==> config.mk <==
export PLATFORM = sky130hd
export DESIGN_NAME = cpsat_sqrt
export DESIGN_NICKNAME = d
export VERILOG_FILES = /design/src/rtl/cpsat_pkg.sv /design/src/rtl/cpsat_sqrt.sv
export SDC_FILE = /design/constraint.sdc
export NUM_CORES = 1
export LEC_CHECK = 0
export ABC_AREA = 1
export ABC_CLOCK_PERIOD_IN_PS = 3700
export BUFFER_PORTS_ARGS = -buffer_cell sky130_fd_sc_hd__buf_2
export CAP_MARGIN = 20
export CORE_MARGIN = 10
export CORE_UTILIZATION = 58
export CTS_CLUSTER_DIAMETER = 80
export CTS_CLUSTER_SIZE = 16
export DETAILED_ROUTE_END_ITERATION = 10
export HOLD_SLACK_MARGIN = 0.02
export PLACE_DENSITY = 0.86
export SLEW_MARGIN = 20
export SYNTH_ARGS = -nofsm -noshare
export SYNTH_HDL_FRONTEND = slang
export SYNTH_SLANG_ARGS = --single-unit
==> constraint.sdc <==
create_clock -name clk -period 3.7 [get_ports clk]
set_input_delay 0.74 -clock clk [delete_from_list [all_inputs] [get_ports clk]]
set_output_delay 0.74 -clock clk [all_outputs]
set_load 0.005 [all_outputs]
==> src/rtl/cpsat_pkg.sv <==
`default_nettype none
package cpsat_pkg;

  // field and datapath widths
  localparam int VW   = 24;          // vertex coordinate, Q16.8
  localparam int AXW  = 25;          // edge normal component
  localparam int MAW  = 27;          // multiplier operand a
  localparam int MBW  = 25;          // multiplier operand b
  localparam int MPW  = 52;          // multiplier product
  localparam int AW   = 78;          // accumulator
  localparam int PW   = 52;          // projection
  localparam int DVW  = 78;          // divider dividend / quotient
  localparam int DSW  = 25;          // divider divisor
  localparam int SQW  = 50;          // square root radicand
  localparam int SRW  = 25;          // square root result
  localparam int DEPW = 51;          // normalized depth
  localparam int MW   = 52;          // depth minus one
  localparam int MLW  = 26;          // low slice of depth minus one

  localparam logic [MW-1:0]  ONE_Q8  = MW'(256);
  localparam logic [VW-1:0]  SAT_MAX = 24'h7FFFFF;
  localparam logic [VW-1:0]  SAT_MIN = 24'h800000;
  localparam logic [DVW-1:0] POS_LIM = DVW'(24'h7FFFFF);
  localparam logic [DVW-1:0] NEG_LIM = DVW'(25'h0800000);

  typedef struct packed {
    logic                 which_shape;
    logic signed [VW-1:0] vertex_x;
    logic signed [VW-1:0] vertex_y;
    logic                 shape_is_circle;
    logic                 last_of_shape;
  } in_word_t;

  typedef struct packed {
    logic                 collision;
    logic signed [VW-1:0] push_x;
    logic signed [VW-1:0] push_y;
  } out_word_t;

  typedef struct packed {
    logic           start;
    logic [DVW-1:0] num;
    logic [DSW-1:0] den;
  } div_req_t;

  typedef struct packed {
    logic           busy;
    logic [DVW-1:0] quo;
  } div_rsp_t;

  typedef struct packed {
    logic           start;
    logic [SQW-1:0] val;
  } sq_req_t;

  typedef struct packed {
    logic           busy;
    logic [SRW-1:0] root;
  } sq_rsp_t;

  typedef enum logic [1:0] {J_RA, J_RB, J_DC, J_LEN} job_t;

  typedef enum logic [5:0] {
    ST_IDLE, ST_CS_RD, ST_CS_ACC, ST_CS_DX, ST_CS_WX, ST_CS_DY, ST_CS_WY,
    ST_RA_RD, ST_RA_SET, ST_RB_RD, ST_RB_SET, ST_DC_SET, ST_DC_CHK,
    ST_SQ_X, ST_SQ_Y, ST_SQ_ADD, ST_SQ_ROOT, ST_SQ_WAIT,
    ST_ED_RDI, ST_ED_RDJ, ST_ED_AX,
    ST_PR_RD, ST_PR_MX, ST_PR_MY, ST_PR_ADD, ST_PR_CHK,
    ST_LEN_CHK, ST_DEP_WAIT,
    ST_PU_MX, ST_PU_MY, ST_PU_DOT, ST_PU_M0, ST_PU_M1, ST_PU_M2,
    ST_PU_DIV, ST_PU_WAIT, ST_FIN
  } state_t;

endpackage
`default_nettype wire

==> src/rtl/cpsat_sqrt.sv <==
`default_nettype none
module cpsat_sqrt
  import cpsat_pkg::*;
(
  input  logic    clk,
  input  logic    rst_n,
  input  sq_req_t req,
  output sq_rsp_t rsp
);

  localparam int CNW = $clog2(SRW);

  logic           busy_r;
  logic [CNW-1:0] cnt_r;
  logic [SQW-1:0] val_r;
  logic [SRW:0]   rem_r;
  logic [SRW-1:0] root_r;
  logic [SRW+2:0] rem_sh;
  logic [SRW+2:0] trial;
  logic [SRW+2:0] sub;
  logic           ge;

  // one root bit per cycle from two radicand bits
  assign rem_sh = {rem_r, val_r[SQW-1:SQW-2]};
  assign trial  = {1'b0, root_r, 2'b01};
  assign sub    = rem_sh - trial;
  assign ge     = rem_sh >= trial;

  always_ff @(posedge clk) begin
    if (!rst_n) begin
      busy_r <= 1'b0;
    end else if (req.start) begin
      busy_r <= 1'b1;
    end else if (busy_r && cnt_r == '0) begin
      busy_r <= 1'b0;
    end
  end

  always_ff @(posedge clk) begin
    if (req.start) begin
      val_r  <= req.val;
      rem_r  <= '0;
      root_r <= '0;
      cnt_r  <= CNW'(SRW - 1);
    end else if (busy_r) begin
      val_r  <= {val_r[SQW-3:0], 2'b00};
      rem_r  <= ge ? sub[SRW:0] : rem_sh[SRW:0];
      root_r <= {root_r[SRW-2:0], ge};
      cnt_r  <= cnt_r - CNW'(1);
    end
  end

  assign rsp.busy = busy_r;
  assign rsp.root = root_r;

endmodule
`default_nettype wire

==> impl_results.md <==
* Synthesized area at 6090 um^2
* Pwr/cell area at roughly 700 nW/um^2
* Fmax at 379 MHz
* Count of cell types in the netlist at 37
* Total chip power at 4.85 mW
* Die X at approximately 120 um
* Syn nets at 911
* Seq cells post-synth at 107
* Crit path max-delay family: simple AND/OR/NAND/NOR gates
* RSZ-0062 raised after global routing: no
* Worst-path clk slew at 0.11 ns
* Initial antenna violation count at 0
* R2r setup slk at 1.06 ns
* Static Leakage at 3.51 nW
* Post-CTS Setup Repair Bufs at 0
* CP Capture Type: flop
* Synthesized area per cell at ~7.4 um^2
* # hold bufs at CTS at 0
* Drt drc at 0
* Final setup TNS at 0 ns
* Final-report hold violation count at 0
* Critical path endpoint: rem_r[15]
* Crit path depth at 13
* Starting Density at 0.593
* Buffer and inverter count on the worst path at 2
* Fin crit share at 0.713
* Area of the multi-input gates at 2920 um^2
* Global-route wire length before repair at 23.7 mm
* CP Data Required Time at roughly 4 ns
* Final #Nets at approximately 1000
* Max-slew violations at 0
* Synth Area in Simple Gates at 0.310
* Int Power at 2.59 mW
* # resized after CTS at 0
* Clk pwr share at 0.142
* Post-DR wirelength/cell at about 14 um
* Die ar. at 15000 um^2
* Max VDD drop at 0.494 mV
* CTS tree: yes
* Finished Layout Cells at 1039
* Vias per cell at approximately 5.2
* Root Buffer: clkbuf_8
* Sequential Area at 2640 um^2
* Switching power at 2.26 mW
* Multiplexer share of the synthesized area at 0
* Status: complete, no violations
* Inst Count DP at 1023
* Fill count at slightly above 900
* Detailed-route via count at 5363
* Port Buffer Count at 78
* Clock network latency to the later pin of the worst-skew pair at 0.40 ns
* Largest family of logic cells by synthesized area: simple AND/OR/NAND/NOR gates
* # rows at 37
* Most common cell after layout, fill and taps aside: nand2_1
* Drt first pass iters at 4
* Cells after Synth at 829
* YS warnings at 0
* Io pins at approximately 80
* Sequential Power Share at 0.302
* CP max stage cell: or2_2
* Total gr overflow at 0
* ANT nets after route at 0
* CTS max path bufs at 2
* Commonest cells after routing, fill and taps aside: nand2_1, inv_1, buf_2, dfxtp_1, edfxtp_1
* Vias in the first global route at a little over 5000
* Finished Cell Area at just under 7000 um^2
* Startpoint types: flop
* Comb power frac at 0.555
* DIE HEIGHT at 123 um
* Core area at 10300 um^2
* Post-synthesis xor/xnor area fraction at 0.0172
* Routability cong. at a little over 0.9
* Crit path max fanout at between 50 and 60
* Final HPWL DP at 10.7 mm
* TritonCTS Buffers at 9
* Synth-to-layout area growth at 10.9%
* Final setup vio count at 0
* Hold Path Class: reg -> reg
* Pin count of the biggest net entering global routing at 53
* DP Area at between 6000 and 7000 um^2
* Sequential fraction of the synthesis area at 0.434
* Clk sinks at 107
* CP cell instances: inv_1 -> ha_1 -> nand2_1 -> inv_1 -> nand2_1 -> nand2_1 -> nand2_1 -> nand3_1 -> nand2_1 -> nand3_4 -> or2_2 -> nand3_1 -> nand2_1
* CP max stage delay at 0.47 ns
* Sw Share at 0.466
* Number of diodes at 0
* Reg2reg path depth at 13
* CP Class: reg -> reg
* GRT Resource Usage Total at 0.194
* H-tree depth at 3
* Adder-cell share of the synthesized area at 0.0595
* Max_slew headroom at 0.634
* Layout cells sized above 1 at 0.134
* Slew @ Worst Pin at 0.549 ns
* FF-to-FF End: rem_r[15]
* Compound-Gate Fraction of Synth Area at 0.0918
* WL final at 14.2 mm
* Critical path arrival at 2.93 ns
* Critical path launch point: root_r[4]
* Fin crit period at 2.64 ns
* Worst Skew at 0.0161 ns
* CP most frequent cell: nand2_1
* Hold WS at around 0.47 ns
* Maxcap violations at 0
* Iter 0 DRT Violations at 385
* R2r startpoint: root_r[4]
sequential cells by signal (all words and copies together) (netlist names):
| register | flops |
|---|---|
| busy_r | 1 |
| cnt_r | 5 |
| rem_r | 26 |
| val_r | 50 |
| root_r | 25 |
cell usage after synthesis:
| master | n | area share |
|---|---|---|
| a21oi_1 | 30 | 0.025 |
| a21oi_2 | 2 | 0.0029 |
| a31oi_1 | 1 | 0.0010 |
| and2_1 | 2 | 0.0021 |
| buf_1 | 3 | 0.0018 |
| buf_2 | 3 | 0.0025 |
| buf_4 | 2 | 0.0025 |
| buf_6 | 4 | 0.0074 |
| clkbuf_1 | 14 | 0.0086 |
| clkinv_1 | 3 | 0.0018 |
| dfxtp_1 | 57 | 0.19 |
| edfxtp_1 | 50 | 0.25 |
| ha_1 | 29 | 0.060 |
| inv_1 | 99 | 0.061 |
| inv_2 | 4 | 0.0025 |
| nand2_1 | 340 | 0.21 |
| nand2_2 | 5 | 0.0051 |
| nand3_1 | 45 | 0.037 |
| nand3_2 | 1 | 0.0016 |
| nand3_4 | 1 | 0.0029 |
| nand3b_1 | 2 | 0.0025 |
| nand4_1 | 8 | 0.0082 |
| nor2_1 | 32 | 0.020 |
| nor2_2 | 1 | 0.0010 |
| nor2_4 | 4 | 0.0074 |
| nor3_1 | 2 | 0.0016 |
| o211ai_1 | 13 | 0.016 |
| o21ai_0 | 18 | 0.015 |
| o21ai_1 | 2 | 0.0016 |
| o21ai_2 | 1 | 0.0014 |
| o21bai_1 | 3 | 0.0037 |
| o22ai_1 | 25 | 0.026 |
| or2_1 | 8 | 0.0082 |
| or2_2 | 2 | 0.0021 |
| or3_1 | 1 | 0.0010 |
| xnor2_1 | 10 | 0.014 |
| xor2_1 | 2 | 0.0029 |
worst min path at each step:
stage,from,end,slack (ns),depth (start not counted)
final,cnt_r[0],cnt_r[0],0.47,2
after global routing,cnt_r[0],cnt_r[0],0.49,2
after CTS,cnt_r[0],cnt_r[0],0.48,2
after detailed placement,cnt_r[0],cnt_r[0],0.46,2
after global placement,cnt_r[2],cnt_r[2],0.45,1
after floorplan,cnt_r[2],cnt_r[2],0.44,1
logic make-up after synthesis:
group                    count (synthesis)
buffers and inverters                  132
AND/OR/NAND/NOR                        454
flip-flops                             107
XOR/XNOR                                12
adder cells (fa/ha/maj)                 29
AO/OA/AOI/OAI                           95
final cells by class:
| type | count | area share |
|---|---|---|
| multi-input cells | 590 | 0.431 |
| flip-flops and latches | 107 | 0.391 |
| repair buffers | 84 | 0.0663 |
| clock inverters | 6 | 0.00833 |
| clock buffers | 10 | 0.0189 |
| inverters | 106 | 0.0589 |
| well taps | 136 | 0.0252 |
metal layers:
layer,vias up,track usage,routed length [um]
met2,144,0.312,6610
met3,7,0.0657,1020
li1,2794,-,-
met4,0,0.0530,118
met1,2418,0.245,6430
met5,-,0,0
worst register-to-register path, delay by kind of cell, from the launching register on:
family / cells / cell delay, ns
adder cells (fa/ha/maj): 1 / 0.35
buffers and inverters: 2 / 0.13
flip-flops: 1 / 0.34
AND/OR/NAND/NOR: 10 / 1.71
power by group through the flow:
stage / sequential [mW] / clock, mW / combinational [mW]
finish: 1.47 / 0.691 / 2.69
global placement: 1.49 / 0 / 2.63
detailed placement: 1.49 / 0 / 2.66
floorplan: 1.47 / 0 / 2.25
CTS: 1.47 / 0.703 / 2.68
global route: 1.48 / 0.750 / 3.08
through the flow:
stage / utilization / setup WS [ns]
after floorplan: - / 0.731
after global placement: 0.640 / 1.13
after detailed placement: 0.640 / 1.10
after CTS: 0.658 / 1.07
after global routing: 0.658 / 0.795
final: 0.658 / 1.06
No activity file was read; power rests on OpenSTA's default activity.
