`src/rtl/cpsat_pkg.sv`:
```
`default_nettype none
package cpsat_pkg;

  // field and datapath widths
  localparam int VW   = 24;          // vertex coordinate, Q16.8
  localparam int AXW  = 25;          // edge normal component
  localparam int MAW  = 27;          // multiplier operand a
  localparam int MBW  = 25;          // multiplier operand b
  localparam int MPW  = 52;          // multiplier product
  localparam int AW   = 78;          // accumulator
  localparam int PW   = 52;          // projection
  localparam int DVW  = 78;          // divider dividend / quotient
  localparam int DSW  = 25;          // divider divisor
  localparam int SQW  = 50;          // square root radicand
  localparam int SRW  = 25;          // square root result
  localparam int DEPW = 51;          // normalized depth
  localparam int MW   = 52;          // depth minus one
  localparam int MLW  = 26;          // low slice of depth minus one

  localparam logic [MW-1:0]  ONE_Q8  = MW'(256);
  localparam logic [VW-1:0]  SAT_MAX = 24'h7FFFFF;
  localparam logic [VW-1:0]  SAT_MIN = 24'h800000;
  localparam logic [DVW-1:0] POS_LIM = DVW'(24'h7FFFFF);
  localparam logic [DVW-1:0] NEG_LIM = DVW'(25'h0800000);

  typedef struct packed {
    logic                 which_shape;
    logic signed [VW-1:0] vertex_x;
    logic signed [VW-1:0] vertex_y;
    logic                 shape_is_circle;
    logic                 last_of_shape;
  } in_word_t;

  typedef struct packed {
    logic                 collision;
    logic signed [VW-1:0] push_x;
    logic signed [VW-1:0] push_y;
  } out_word_t;

  typedef struct packed {
    logic           start;
    logic [DVW-1:0] num;
    logic [DSW-1:0] den;
  } div_req_t;

  typedef struct packed {
    logic           busy;
    logic [DVW-1:0] quo;
  } div_rsp_t;

  typedef struct packed {
    logic           start;
    logic [SQW-1:0] val;
  } sq_req_t;

  typedef struct packed {
    logic           busy;
    logic [SRW-1:0] root;
  } sq_rsp_t;

  typedef enum logic [1:0] {J_RA, J_RB, J_DC, J_LEN} job_t;

  typedef enum logic [5:0] {
    ST_IDLE, ST_CS_RD, ST_CS_ACC, ST_CS_DX, ST_CS_WX, ST_CS_DY, ST_CS_WY,
    ST_RA_RD, ST_RA_SET, ST_RB_RD, ST_RB_SET, ST_DC_SET, ST_DC_CHK,
    ST_SQ_X, ST_SQ_Y, ST_SQ_ADD, ST_SQ_ROOT, ST_SQ_WAIT,
    ST_ED_RDI, ST_ED_RDJ, ST_ED_AX,
    ST_PR_RD, ST_PR_MX, ST_PR_MY, ST_PR_ADD, ST_PR_CHK,
    ST_LEN_CHK, ST_DEP_WAIT,
    ST_PU_MX, ST_PU_MY, ST_PU_DOT, ST_PU_M0, ST_PU_M1, ST_PU_M2,
    ST_PU_DIV, ST_PU_WAIT, ST_FIN
  } state_t;

endpackage
`default_nettype wire

```
`src/rtl/cpsat_div.sv`:
```
`default_nettype none
module cpsat_div
  import cpsat_pkg::*;
(
  input  logic     clk,
  input  logic     rst_n,
  input  div_req_t req,
  output div_rsp_t rsp
);

  localparam int CNW = $clog2(DVW);

  logic           busy_r;
  logic [CNW-1:0] cnt_r;
  logic [DVW-1:0] quo_r;
  logic [DSW-1:0] rem_r;
  logic [DSW-1:0] den_r;
  logic [DSW:0]   rem_sh;
  logic [DSW:0]   diff;
  logic           ge;

  // one quotient bit per cycle, restoring
  assign rem_sh = {rem_r, quo_r[DVW-1]};
  assign diff   = rem_sh - {1'b0, den_r};
  assign ge     = rem_sh >= {1'b0, den_r};

  always_ff @(posedge clk) begin
    if (!rst_n) begin
      busy_r <= 1'b0;
    end else if (req.start) begin
      busy_r <= 1'b1;
    end else if (busy_r && cnt_r == '0) begin
      busy_r <= 1'b0;
    end
  end

  always_ff @(posedge clk) begin
    if (req.start) begin
      quo_r <= req.num;
      den_r <= req.den;
      rem_r <= '0;
      cnt_r <= CNW'(DVW - 1);
    end else if (busy_r) begin
      rem_r <= ge ? diff[DSW-1:0] : rem_sh[DSW-1:0];
      quo_r <= {quo_r[DVW-2:0], ge};
      cnt_r <= cnt_r - CNW'(1);
    end
  end

  assign rsp.busy = busy_r;
  assign rsp.quo  = quo_r;

endmodule
`default_nettype wire

```
`config.mk`:
```
export PLATFORM = sky130hd
export DESIGN_NAME = cpsat_div
export DESIGN_NICKNAME = d
export VERILOG_FILES = /design/src/rtl/cpsat_pkg.sv /design/src/rtl/cpsat_div.sv
export SDC_FILE = /design/constraint.sdc
export NUM_CORES = 1
export LEC_CHECK = 0
export BUFFER_PORTS_ARGS = -buffer_cell sky130_fd_sc_hd__buf_4
export CAP_MARGIN = 20
export CORE_UTILIZATION = 55
export CTS_BUF_LIST = sky130_fd_sc_hd__clkbuf_8
export CTS_CLUSTER_SIZE = 20
export DETAILED_ROUTE_END_ITERATION = 6
export GPL_TIMING_DRIVEN = 0
export PLACE_DENSITY = 0.88
export SETUP_SLACK_MARGIN = 0.05
export SLEW_MARGIN = 30
export SYNTH_ARGS = -nofsm -noshare
export SYNTH_HDL_FRONTEND = slang
export SYNTH_SLANG_ARGS = --single-unit
```
`constraint.sdc`:
```
create_clock -name clk -period 4.7 [get_ports clk]
set_input_delay 0.94 -clock clk [delete_from_list [all_inputs] [get_ports clk]]
set_output_delay 0.94 -clock clk [all_outputs]
set_load 0.02 [all_outputs]
```
==> qor.csv, run 1 <==
stage;metric;value;unit
run_status;outcome;finished, final reports clean;
clock_network;Root Buffer;clkbuf_8;
clock_network;quantity of hold-fixing buffers added after cts;0;
global_route;initial antenna violation count;0;
global_route;vias in the first global route;5436;
synthesis;Post-Syn Instances;551;
place;final HPWL from detailed placement;12600;µm
synthesis;Synth Register Bits;136;
cells_and_area;Sequential Area;3750;µm²
critical_path;Worst Path Required;5050;ps
synthesis;yosys synthesis warning count;0;
critical_path;worst-path cell chain;inv_1 > ha_1 > inv_1 > fa_1 > a21o_1 > a311oi_1 > nor2_1 > a21oi_2 > a211o_4 > o21ba_2 > clkbuf_1 > nor2_1 > a211oi_1;
critical_path;Crit path buffers/inverters;3;
flow_run;Max-cap violations;0;
routing;Avg Vias per Cell;5.67;
clock_network;post-cts resize count;0;
clock_network;postcts setup bufs;0;
synthesis;sequential area share after synthesis;55.2;%
synthesis;Yosys cell types;56;
global_route;GRT met1 Usage;29.5;%
clock_network;total CTS buffers;17;
routing;1st-pass router iterations;4;
routing;WL final;17000;µm
die;Die ar.;12800;µm²
critical_path;crit path DAT;3770;ps
power;Max VDD drop;311;µV
place;Placer Congestion;0.913;
clock_network;H-tree levels;4;
sta;unrepaired setup endpoints after global routing;no;
die;io pins;185;
synthesis;Yosys top cell area share;45.4;%
sta;Slew HR;47.2;%
sta;Fmax;0.292;GHz
place;Port Buf Inserts;184;
sta;Period Utilization, post-route;72.8;%
critical_path;CP Max Fanout;10;
sta;Fin Hold WS;501;ps
synthesis;Post-synth EDFFs;103;
synthesis;asr flop ratio synth;0;%
critical_path;nature of the critical path endpoint;flop;
synthesis;Synth area leader;edfxtp_1;
synthesis;synthesized area;6810;µm²
global_route;global route hottest layer;met2;
clock_network;clk buf depth;2;
global_route;GRT met2 Usage;49.2;%
worst_hold_path;min-delay worst type;reg -> reg;
synthesis;Top FF cell, synth;edfxtp_1;
global_route;Total GRT Usage;27.6;%
synthesis;Area contributors post-synth;edfxtp_1 (45%), mux2_2 (13%), dfxtp_1 (9.7%), ha_1 (4.8%), a21oi_1 (2.0%);
clock_network;clock sink count;136;
critical_path;Top delay family on crit path;compound AO/OA/AOI/OAI gates;
critical_path;Crit Path Class;reg -> reg;
clock_network;later-pin clock latency in the skew report;440;ps
clock_network;CTS clk-pin slew, worst paths;80;ps
cells_and_area;Syn-to-layout area delta;29.5;%
sta;Worst-Margin Slew;789;ps
synthesis;Post-Syn Area per Cell;12.4;µm²
die;DIE WIDTH;113;µm
cells_and_area;non-filler cells, final;915;
die;# rows;40;
place;placed insts;883;
synthesis;syn_nets;684;
global_route;first-pass GRT wire length;26900;µm
global_route;largest net degree at the start of global routing;52;
clock_network;CTS tree;done;
critical_path;Slowest-stage cell, CP;edfxtp_1;
sta;Final min period;3420;ps
global_route;total congestion overflow;0;
critical_path;startpoint types;flop;
sta;setup skew after layout;12.0;ps
sta;Fin Setup TNS;0;ps
cells_and_area;layout cell share with drive strength beyond 1;40.1;%
die;CORE AREA;12000;µm²
routing;Routed Antenna Nets;0;
routing;vias;5189;
critical_path;crit-path max cell delay;460;ps
sta;final setup fails;0;
cells_and_area;NumNets Final;888;
routing;Avg WL per Cell;18.6;µm
power;Power Dens Cells;355;nW/µm²
routing;Iteration-0 DRC Markers;330;
cells_and_area;final core occ;73.3;%
cells_and_area;area of the multi-input gates;2800;µm²
cells_and_area;fill count;778;
die;Initial Utilization;56.7;%
sta;final hold violation count;0;
sta;fin. max-slew vios;0;
global_route;grt met3 use;9.96;%
die;Chip Height;113;µm
power;P_leak;3.67;nW
cells_and_area;Diodes inserted;0;
routing;DRC;0;
==> worst register-to-register path, delay by kind of cell (launching register included) <==
| kind | cells | cell delay [ps] |
|---|---|---|
| AOI/OAI and AO/OA | 6 | 1460 |
| DFF | 1 | 460 |
| buffers and inverters | 3 | 600 |
| and+or+nand+nor | 2 | 250 |
| adders and majority gates | 2 | 570 |
==> layout make-up <==
type	instances	area share [%]
plain buffers	22	1.35
clock buffers	17	2.66
clock inverters	15	1.99
inverters	35	1.52
multi-input cells	358	31.8
flip-flops and latches	136	42.6
well taps	147	2.09
repair buffers	185	16.0
==> cells in the final DEF, fill, tap and decap left out, types with 3 or more instances in the layout <==
master     count
bufinv_16      3
clkinv_4       3
mux2_2        78
nor3_1        10
a32oi_1        7
o31ai_1        3
xnor2_1       13
xor2_1        11
o21ai_0       14
buf_4        186
a311oi_1       3
nand4_1        4
nand2_1       28
o21ai_1        7
o21a_1         3
a211oi_1      16
inv_1         34
a21oi_1       27
ha_1          26
clkbuf_8      17
and3_1         4
nor2_1        36
dfxtp_1       33
edfxtp_1     103
clkbuf_1      15
inv_6          3
a21o_1         7
nand3_1       11
o211ai_1       3
mux2i_1       12
nand2b_1       7
==> stage by stage <==
step	instance area (µm²)	power (mW)	setup slack [ps]
after global placement	8370	2.12	242
after global routing	8810	3.25	1100
final	8810	3.13	1280
after floorplan	6810	1.88	1440
after CTS	8810	3.15	1310
after detailed placement	8400	2.15	1370
==> report_power, final <==
group          total, mW  switching (mW)  internal [mW]  leakage, nW
clock               1.00           0.474          0.526        0.206
combinational      0.653           0.348          0.305         2.16
sequential          1.48          0.0591           1.42         1.30
==> worst paths after layout <==
check / start / to / slack (ps) / depth (start not counted)
max: quo_r[77]$_DFFE_PP_ / rem_r[12]$_SDFFE_PP0P_ / 1280 / 13
min reg2reg: cnt_r[6]$_SDFFE_PP1P_ / cnt_r[6]$_SDFFE_PP1P_ / 500 / 2
min: cnt_r[6]$_SDFFE_PP1P_ / cnt_r[6]$_SDFFE_PP1P_ / 500 / 2
max reg2reg: quo_r[77]$_DFFE_PP_ / rem_r[12]$_SDFFE_PP0P_ / 1280 / 13
==> synthesized netlist by cell type, types with 10 or more instances <==
cell type	n
edfxtp_1	103
mux2_2	78
nor2_1	36
inv_1	34
dfxtp_1	33
nand2_1	28
a21oi_1	27
ha_1	26
a211oi_1	16
clkbuf_1	15
o21ai_0	14
xnor2_1	13
mux2i_1	12
nand3_1	11
xor2_1	11
nor3_1	10
==> registers in the layout, summed over array words and instances, names as in the netlist <==
| name | count |
|---|---|
| rem_r | 25 |
| quo_r | 78 |
| den_r | 25 |
| busy_r | 1 |
| cnt_r | 7 |
==> kinds of logic (layout without fill, tap and decap cells) <==
kind of cell,Yosys count,after routing,share of synthesized area (%)
buffers and inverters,57,274,3.68
flip-flops,136,136,55.2
AO/OA/AOI/OAI,106,106,10.7
XOR/XNOR,24,24,3.09
multiplexers,90,90,14.7
adder cells (fa/ha/maj),27,27,5.07
AND/OR/NAND/NOR,111,111,7.63
==> per-layer routing <==
metal | vias to the layer above | wire length [µm] | part of all wire (%)
li1 | 2462 | - | -
met1 | 2473 | 6150 | 36
met2 | 225 | 8960 | 53
met3 | 29 | 1450 | 8.6
met4 | 0 | 434 | 2.6
met5 | - | 0 | 0
No activity file was read; power rests on OpenSTA's default activity.
==> run 2, diff against run 1 <==
Settings changed: CORE_UTILIZATION 55 to 49, PLACE_DENSITY 0.88 to 0.83.
Clock period 4.7 ns to 3 ns, I/O delays scaled along.
==> qor.csv, run 2 (synthesis results as in run 1) <==
stage;metric;value;unit;change
cells_and_area;area of the multi-input gates;2830;µm²;+0.85%
critical_path;critical path launch point;quo_r[77]$_DFFE_PP_;;
place;Port Buf Inserts;184;;unchanged
cells_and_area;fill count;997;;+28%
place;Placer Congestion;0.909;;-0.43%
clock_network;CTS tree;done;;
sta;final hold violation count;0;;unchanged
sta;final setup fails;0;;unchanged
power;Overall Power;4.96;mW;+58%
die;Die ar.;14400;µm²;+12%
sta;Final min period;2920;ps;-503 ps
die;io pins;185;;unchanged
sta;unrepaired setup endpoints after global routing;yes;;
cells_and_area;NumNets Final;897;;+1.0%
global_route;grt met3 use;9.22;%;-0.74 points
sta;Period Utilization, post-route;97.2;%;+24 points
flow_run;Max-cap violations;0;;unchanged
clock_network;total CTS buffers;17;;unchanged
worst_hold_path;beginning of the worst hold path;req[13];;
critical_path;crit path DAT;3110;ps;-660 ps
routing;1st-pass router iterations;5;;+1
routing;Avg WL per Cell;18.0;µm;-3.3%
run_status;outcome;finished, final reports clean;;
die;Initial Utilization;50.8;%;-5.9 points
global_route;largest net degree at the start of global routing;56;;+7.7%
place;placed insts;912;;+3.3%
sta;fin. max-slew vios;0;;unchanged
routing;Routed Antenna Nets;0;;unchanged
worst_hold_path;min-delay worst type;in -> reg;;
cells_and_area;most frequent cells in the layout;buf_4 (194), edfxtp_1 (103), mux2_2 (77);;
clock_network;Root Buffer;clkbuf_8;;
global_route;Total GRT Usage;24.4;%;-3.1 points
critical_path;CP Max Fanout;5;;-5
sta;Worst-Margin Slew;785;ps;-4.00 ps
cells_and_area;commonest non-fill, non-tap cell in the layout;buf_4;;
die;DIE WIDTH;120;µm;+5.8%
cells_and_area;Largest register FFs;78;;unchanged
power;Power Dens Cells;552;nW/µm²;+55%
routing;DRC;0;;unchanged
critical_path;Worst Path Required;3200;ps;-1850 ps
global_route;vias in the first global route;5548;;+2.1%
cells_and_area;final core occ;67.0;%;-6.4 points
clock_network;quantity of hold-fixing buffers added after cts;0;;unchanged
routing;WL final;17100;µm;+0.67%
global_route;initial antenna violation count;0;;unchanged
clock_network;H-tree levels;4;;unchanged
cells_and_area;most flop-heavy register;quo_r;;
global_route;global route hottest layer;met2;;
die;CORE AREA;13400;µm²;+12%
routing;Avg Vias per Cell;5.51;;-2.8%
clock_network;CTS clk-pin slew, worst paths;80;ps;about the same
power;Max VDD drop;507;µV;+63%
cells_and_area;Top Registers;quo_r: 78 flops, den_r: 25 flops, rem_r: 25 flops;;
global_route;GRT met2 Usage;42.1;%;-7.2 points
sta;setup skew after layout;12.3;ps;+0.237 ps
place;final HPWL from detailed placement;12300;µm;-2.1%
global_route;GRT met1 Usage;26.7;%;-2.7 points
cells_and_area;Diodes inserted;0;;unchanged
routing;vias;5255;;+1.3%
power;P_leak;3.74;nW;+1.9%
die;# rows;42;;+5.0%
clock_network;clock sink count;136;;unchanged
place;Area after DPL;8440;µm²;+0.43%
critical_path;nature of the critical path endpoint;flop;;
cells_and_area;layout cell share with drive strength beyond 1;41.4;%;+1.3 points
critical_path;Crit Path Class;reg -> reg;;
clock_network;later-pin clock latency in the skew report;450;ps;about the same
sta;Fin Setup TNS;0;ps;unchanged
clock_network;clk buf depth;2;;unchanged
global_route;total congestion overflow;0;;unchanged
critical_path;startpoint types;flop;;
sta;Slew HR;47.4;%;+0.27 points
cells_and_area;Finished Cell Area;8980;µm²;+1.9%
critical_path;r2r startpoint;quo_r[77]$_DFFE_PP_;;
routing;Iteration-0 DRC Markers;309;;-6.4%
cells_and_area;Syn-to-layout area delta;31.9;%;
cells_and_area;non-filler cells, final;953;;+4.2%
global_route;first-pass GRT wire length;27000;µm;+0.41%
cells_and_area;Sequential Area;3750;µm²;unchanged
die;Chip Height;120;µm;+5.8%
sta;Fmax;0.343;GHz;+17%
==> run 2: cell count changes in the layout (fill, tap and decap cells not counted), sizes merged <==
cell and change:
buf +9, clkbuf +2, clkinvlp -1, inv -1
==> run 2: repair_timing <==
action	CTS	global route
resized for setup	5	7
pin swaps	6	14
cloned	0	1
setup buffers	7	2
endpoints found under the setup margin	24	22
==> run 2: worst max-delay path, cell delays in order, from the launching register on <==
cell and delay, ps:
edfxtp_1 460, inv_1 90, ha_2 190, inv_2 40
fa_2 340, a21o_1 230, a311oi_2 300, nor2_2 100
a21oi_2 190, a211o_4 200, o21bai_4 110, buf_12 170
mux2_4 250
==> run 2: per-stage QoR <==
stage | worst slack [ps] | hold WS (ps)
floorplan | 78.5 | 444
global placement | -1060 | 456
detailed placement | -365 | 470
CTS | 66.8 | 301
global route | 11.5 | 294
finish | 83.6 | 326
==> run 2: final timing paths <==
path                                 to  cells after the start  slack (ps)
setup / recovery     quo_r[0]$_DFFE_PP_                     12          80
hold reg to reg   cnt_r[6]$_SDFFE_PP1P_                      2         490
setup reg to reg     quo_r[0]$_DFFE_PP_                     12          80
hold / removal      den_r[13]$_DFFE_PP_                      1         330
==> run 2: per-layer routing <==
metal,wire length [µm],up-vias
met2,8660,211
met1,6700,2528
met4,431,0
li1,-,2478
met5,0,-
met3,1320,38
==> run 2: where the power goes <==
group | switching (mW) | internal [mW]
Combinational | 0.550 | 0.495
Sequential | 0.0943 | 2.22
Clock | 0.735 | 0.861
Total | 1.38 | 3.58
==> run 2: cell type report <==
cell class	count	share of cell area [%]
flip-flops and latches	136	41.8
well taps	176	2.45
plain buffers	21	1.28
multi-input cells	358	31.5
repair buffers	195	16.9
inverters	35	1.49
clock buffers	19	2.91
clock inverters	13	1.71
==> run 3, diff against run 2 <==
Settings changed: REMOVE_ABC_BUFFERS set to 1.
==> qor.csv, run 3 (synthesis results as in run 1) <==
stage;metric;value;unit;change
die;io pins;185;;unchanged
place;Port Buf Inserts;184;;unchanged
sta;Slew HR;34.9;%;-13 points
global_route;vias in the first global route;5368;;-3.2%
cells_and_area;NumNets Final;878;;-2.1%
sta;setup skew after layout;12.4;ps;+0.111 ps
power;Max VDD drop;389;µV;-23%
global_route;Total GRT Usage;23.0;%;-1.4 points
clock_network;later-pin clock latency in the skew report;440;ps;about the same
clock_network;clock sink count;136;;unchanged
cells_and_area;most frequent cells in the layout;buf_4 (191), edfxtp_1 (103), mux2_2 (78);;
place;Area after DPL;8320;µm²;-1.3%
clock_network;H-tree levels;4;;unchanged
die;DIE WIDTH;120;µm;unchanged
global_route;first-pass GRT wire length;25700;µm;-4.6%
critical_path;Worst Path Required;3340;ps;+140 ps
sta;Period Utilization, post-route;97.0;%;-0.21 points
run_status;outcome;finished, final reports clean;;
cells_and_area;commonest non-fill, non-tap cell in the layout;buf_4;;
clock_network;CTS tree;done;;
routing;1st-pass router iterations;5;;unchanged
routing;Avg WL per Cell;17.7;µm;-1.3%
worst_hold_path;min-delay worst type;in -> reg;;
power;P_leak;3.67;nW;-1.8%
critical_path;crit path DAT;3250;ps;+140 ps
die;CORE AREA;13400;µm²;unchanged
sta;Fin Setup TNS;0;ps;unchanged
sta;final hold violation count;0;;unchanged
routing;DRC;0;;unchanged
power;Overall Power;4.88;mW;-1.6%
flow_run;Max-cap violations;0;;unchanged
cells_and_area;fill count;983;;-1.4%
clock_network;quantity of hold-fixing buffers added after cts;0;;unchanged
cells_and_area;Finished Cell Area;8880;µm²;-1.1%
clock_network;CTS clk-pin slew, worst paths;80;ps;about the same
routing;vias;5190;;-1.2%
cells_and_area;Diodes inserted;0;;unchanged
die;# rows;42;;unchanged
die;Die ar.;14400;µm²;unchanged
routing;WL final;16500;µm;-3.3%
die;Chip Height;120;µm;unchanged
sta;final setup fails;0;;unchanged
sta;Worst-Margin Slew;976;ps;+191 ps
cells_and_area;layout cell share with drive strength beyond 1;42.9;%;+1.5 points
cells_and_area;Syn-to-layout area delta;30.5;%;
cells_and_area;Top Registers;quo_r: 78 flops, den_r: 25 flops, rem_r: 25 flops;;
power;Power Dens Cells;549;nW/µm²;-0.51%
routing;Avg Vias per Cell;5.56;;+0.88%
sta;fin. max-slew vios;0;;unchanged
critical_path;CP Max Fanout;6;;+1
critical_path;startpoint types;flop;;
die;Initial Utilization;50.8;%;unchanged
place;Placer Congestion;0.906;;-0.28%
clock_network;clk buf depth;2;;unchanged
critical_path;Crit Path Class;reg -> reg;;
sta;Final min period;2910;ps;-6.36 ps
global_route;initial antenna violation count;0;;unchanged
sta;unrepaired setup endpoints after global routing;yes;;
clock_network;Root Buffer;clkbuf_8;;
cells_and_area;Largest register FFs;78;;unchanged
global_route;total congestion overflow;0;;unchanged
global_route;largest net degree at the start of global routing;123;;+120%
cells_and_area;most flop-heavy register;quo_r;;
sta;Fmax;0.344;GHz;+0.22%
critical_path;nature of the critical path endpoint;flop;;
routing;Iteration-0 DRC Markers;399;;+29%
clock_network;total CTS buffers;17;;unchanged
routing;Routed Antenna Nets;0;;unchanged
place;final HPWL from detailed placement;11100;µm;-9.6%
[run 3: cell types whose count changed in the layout (fill, tap and decap cells not counted), moves of 3 or more]
cell      delta
o21bai_4     +3
buf_4        -3
clkbuf_1    -14
inv_6        +4
[run 3: path summary, 6_finish.rpt]
path,to,from,slack [ps],depth (start not counted)
hold / removal,den_r[21]$_DFFE_PP_,req[21],330,1
hold reg to reg,cnt_r[0]$_SDFFE_PP1P_,cnt_r[0]$_SDFFE_PP1P_,490,2
setup / recovery,rem_r[9]$_SDFFE_PP0P_,quo_r[77]$_DFFE_PP_,90,12
setup reg to reg,rem_r[9]$_SDFFE_PP0P_,quo_r[77]$_DFFE_PP_,90,12
[run 3: per-layer routing]
metal / GRT usage [%] / wire [µm]
met2: 39.2 / 8350
met1: 25.7 / 6340
met5: 0 / 0
met3: 8.37 / 1330
met4: 10.4 / 518
[run 3: worst max-delay path, stage by stage (launching register included)]
cell      delay [ps]
edfxtp_1         450
inv_1             90
ha_2             180
inv_2             40
fa_2             340
a21o_1           210
a311oi_2         310
nor2_2           100
a21oi_2          200
a211o_4          260
o21bai_4         130
or3_1            350
o2111a_1         140
[run 3: report_power, final]
group	switching, mW	internal (mW)
clock network	0.785	0.757
registers	0.103	2.22
logic	0.529	0.483
[run 3: area by class of cell]
cell class              instances  area [µm²]  area share, %
clock inverters                14         163           1.83
multi-input cells             361        2890           32.5
inverters                      35         134           1.51
well taps                     176         220           2.48
repair buffers                194        1490           16.7
clock buffers                  17         234           2.63
flip-flops and latches        136        3750           42.3
[run 3: metrics by stage]
stage | setup slack, ps | util (%) | instances | hold WS [ps]
after floorplan | -362 | - | 529 | 444
after global placement | -1800 | 61.8 | 889 | 457
after detailed placement | -208 | 62.1 | 890 | 460
after CTS | 50.1 | 65.7 | 928 | 302
after global routing | -51.9 | 66.3 | 933 | 298
final | 90.0 | 66.3 | 933 | 331
[run 3: repair_timing]
item                                    in CTS  in global routing
endpoints found under the setup margin      26                 26
buffers inserted                             5                  4
gates resized for setup                      4                  9
gates cloned                                 2                  1
pin swaps                                    4                 12
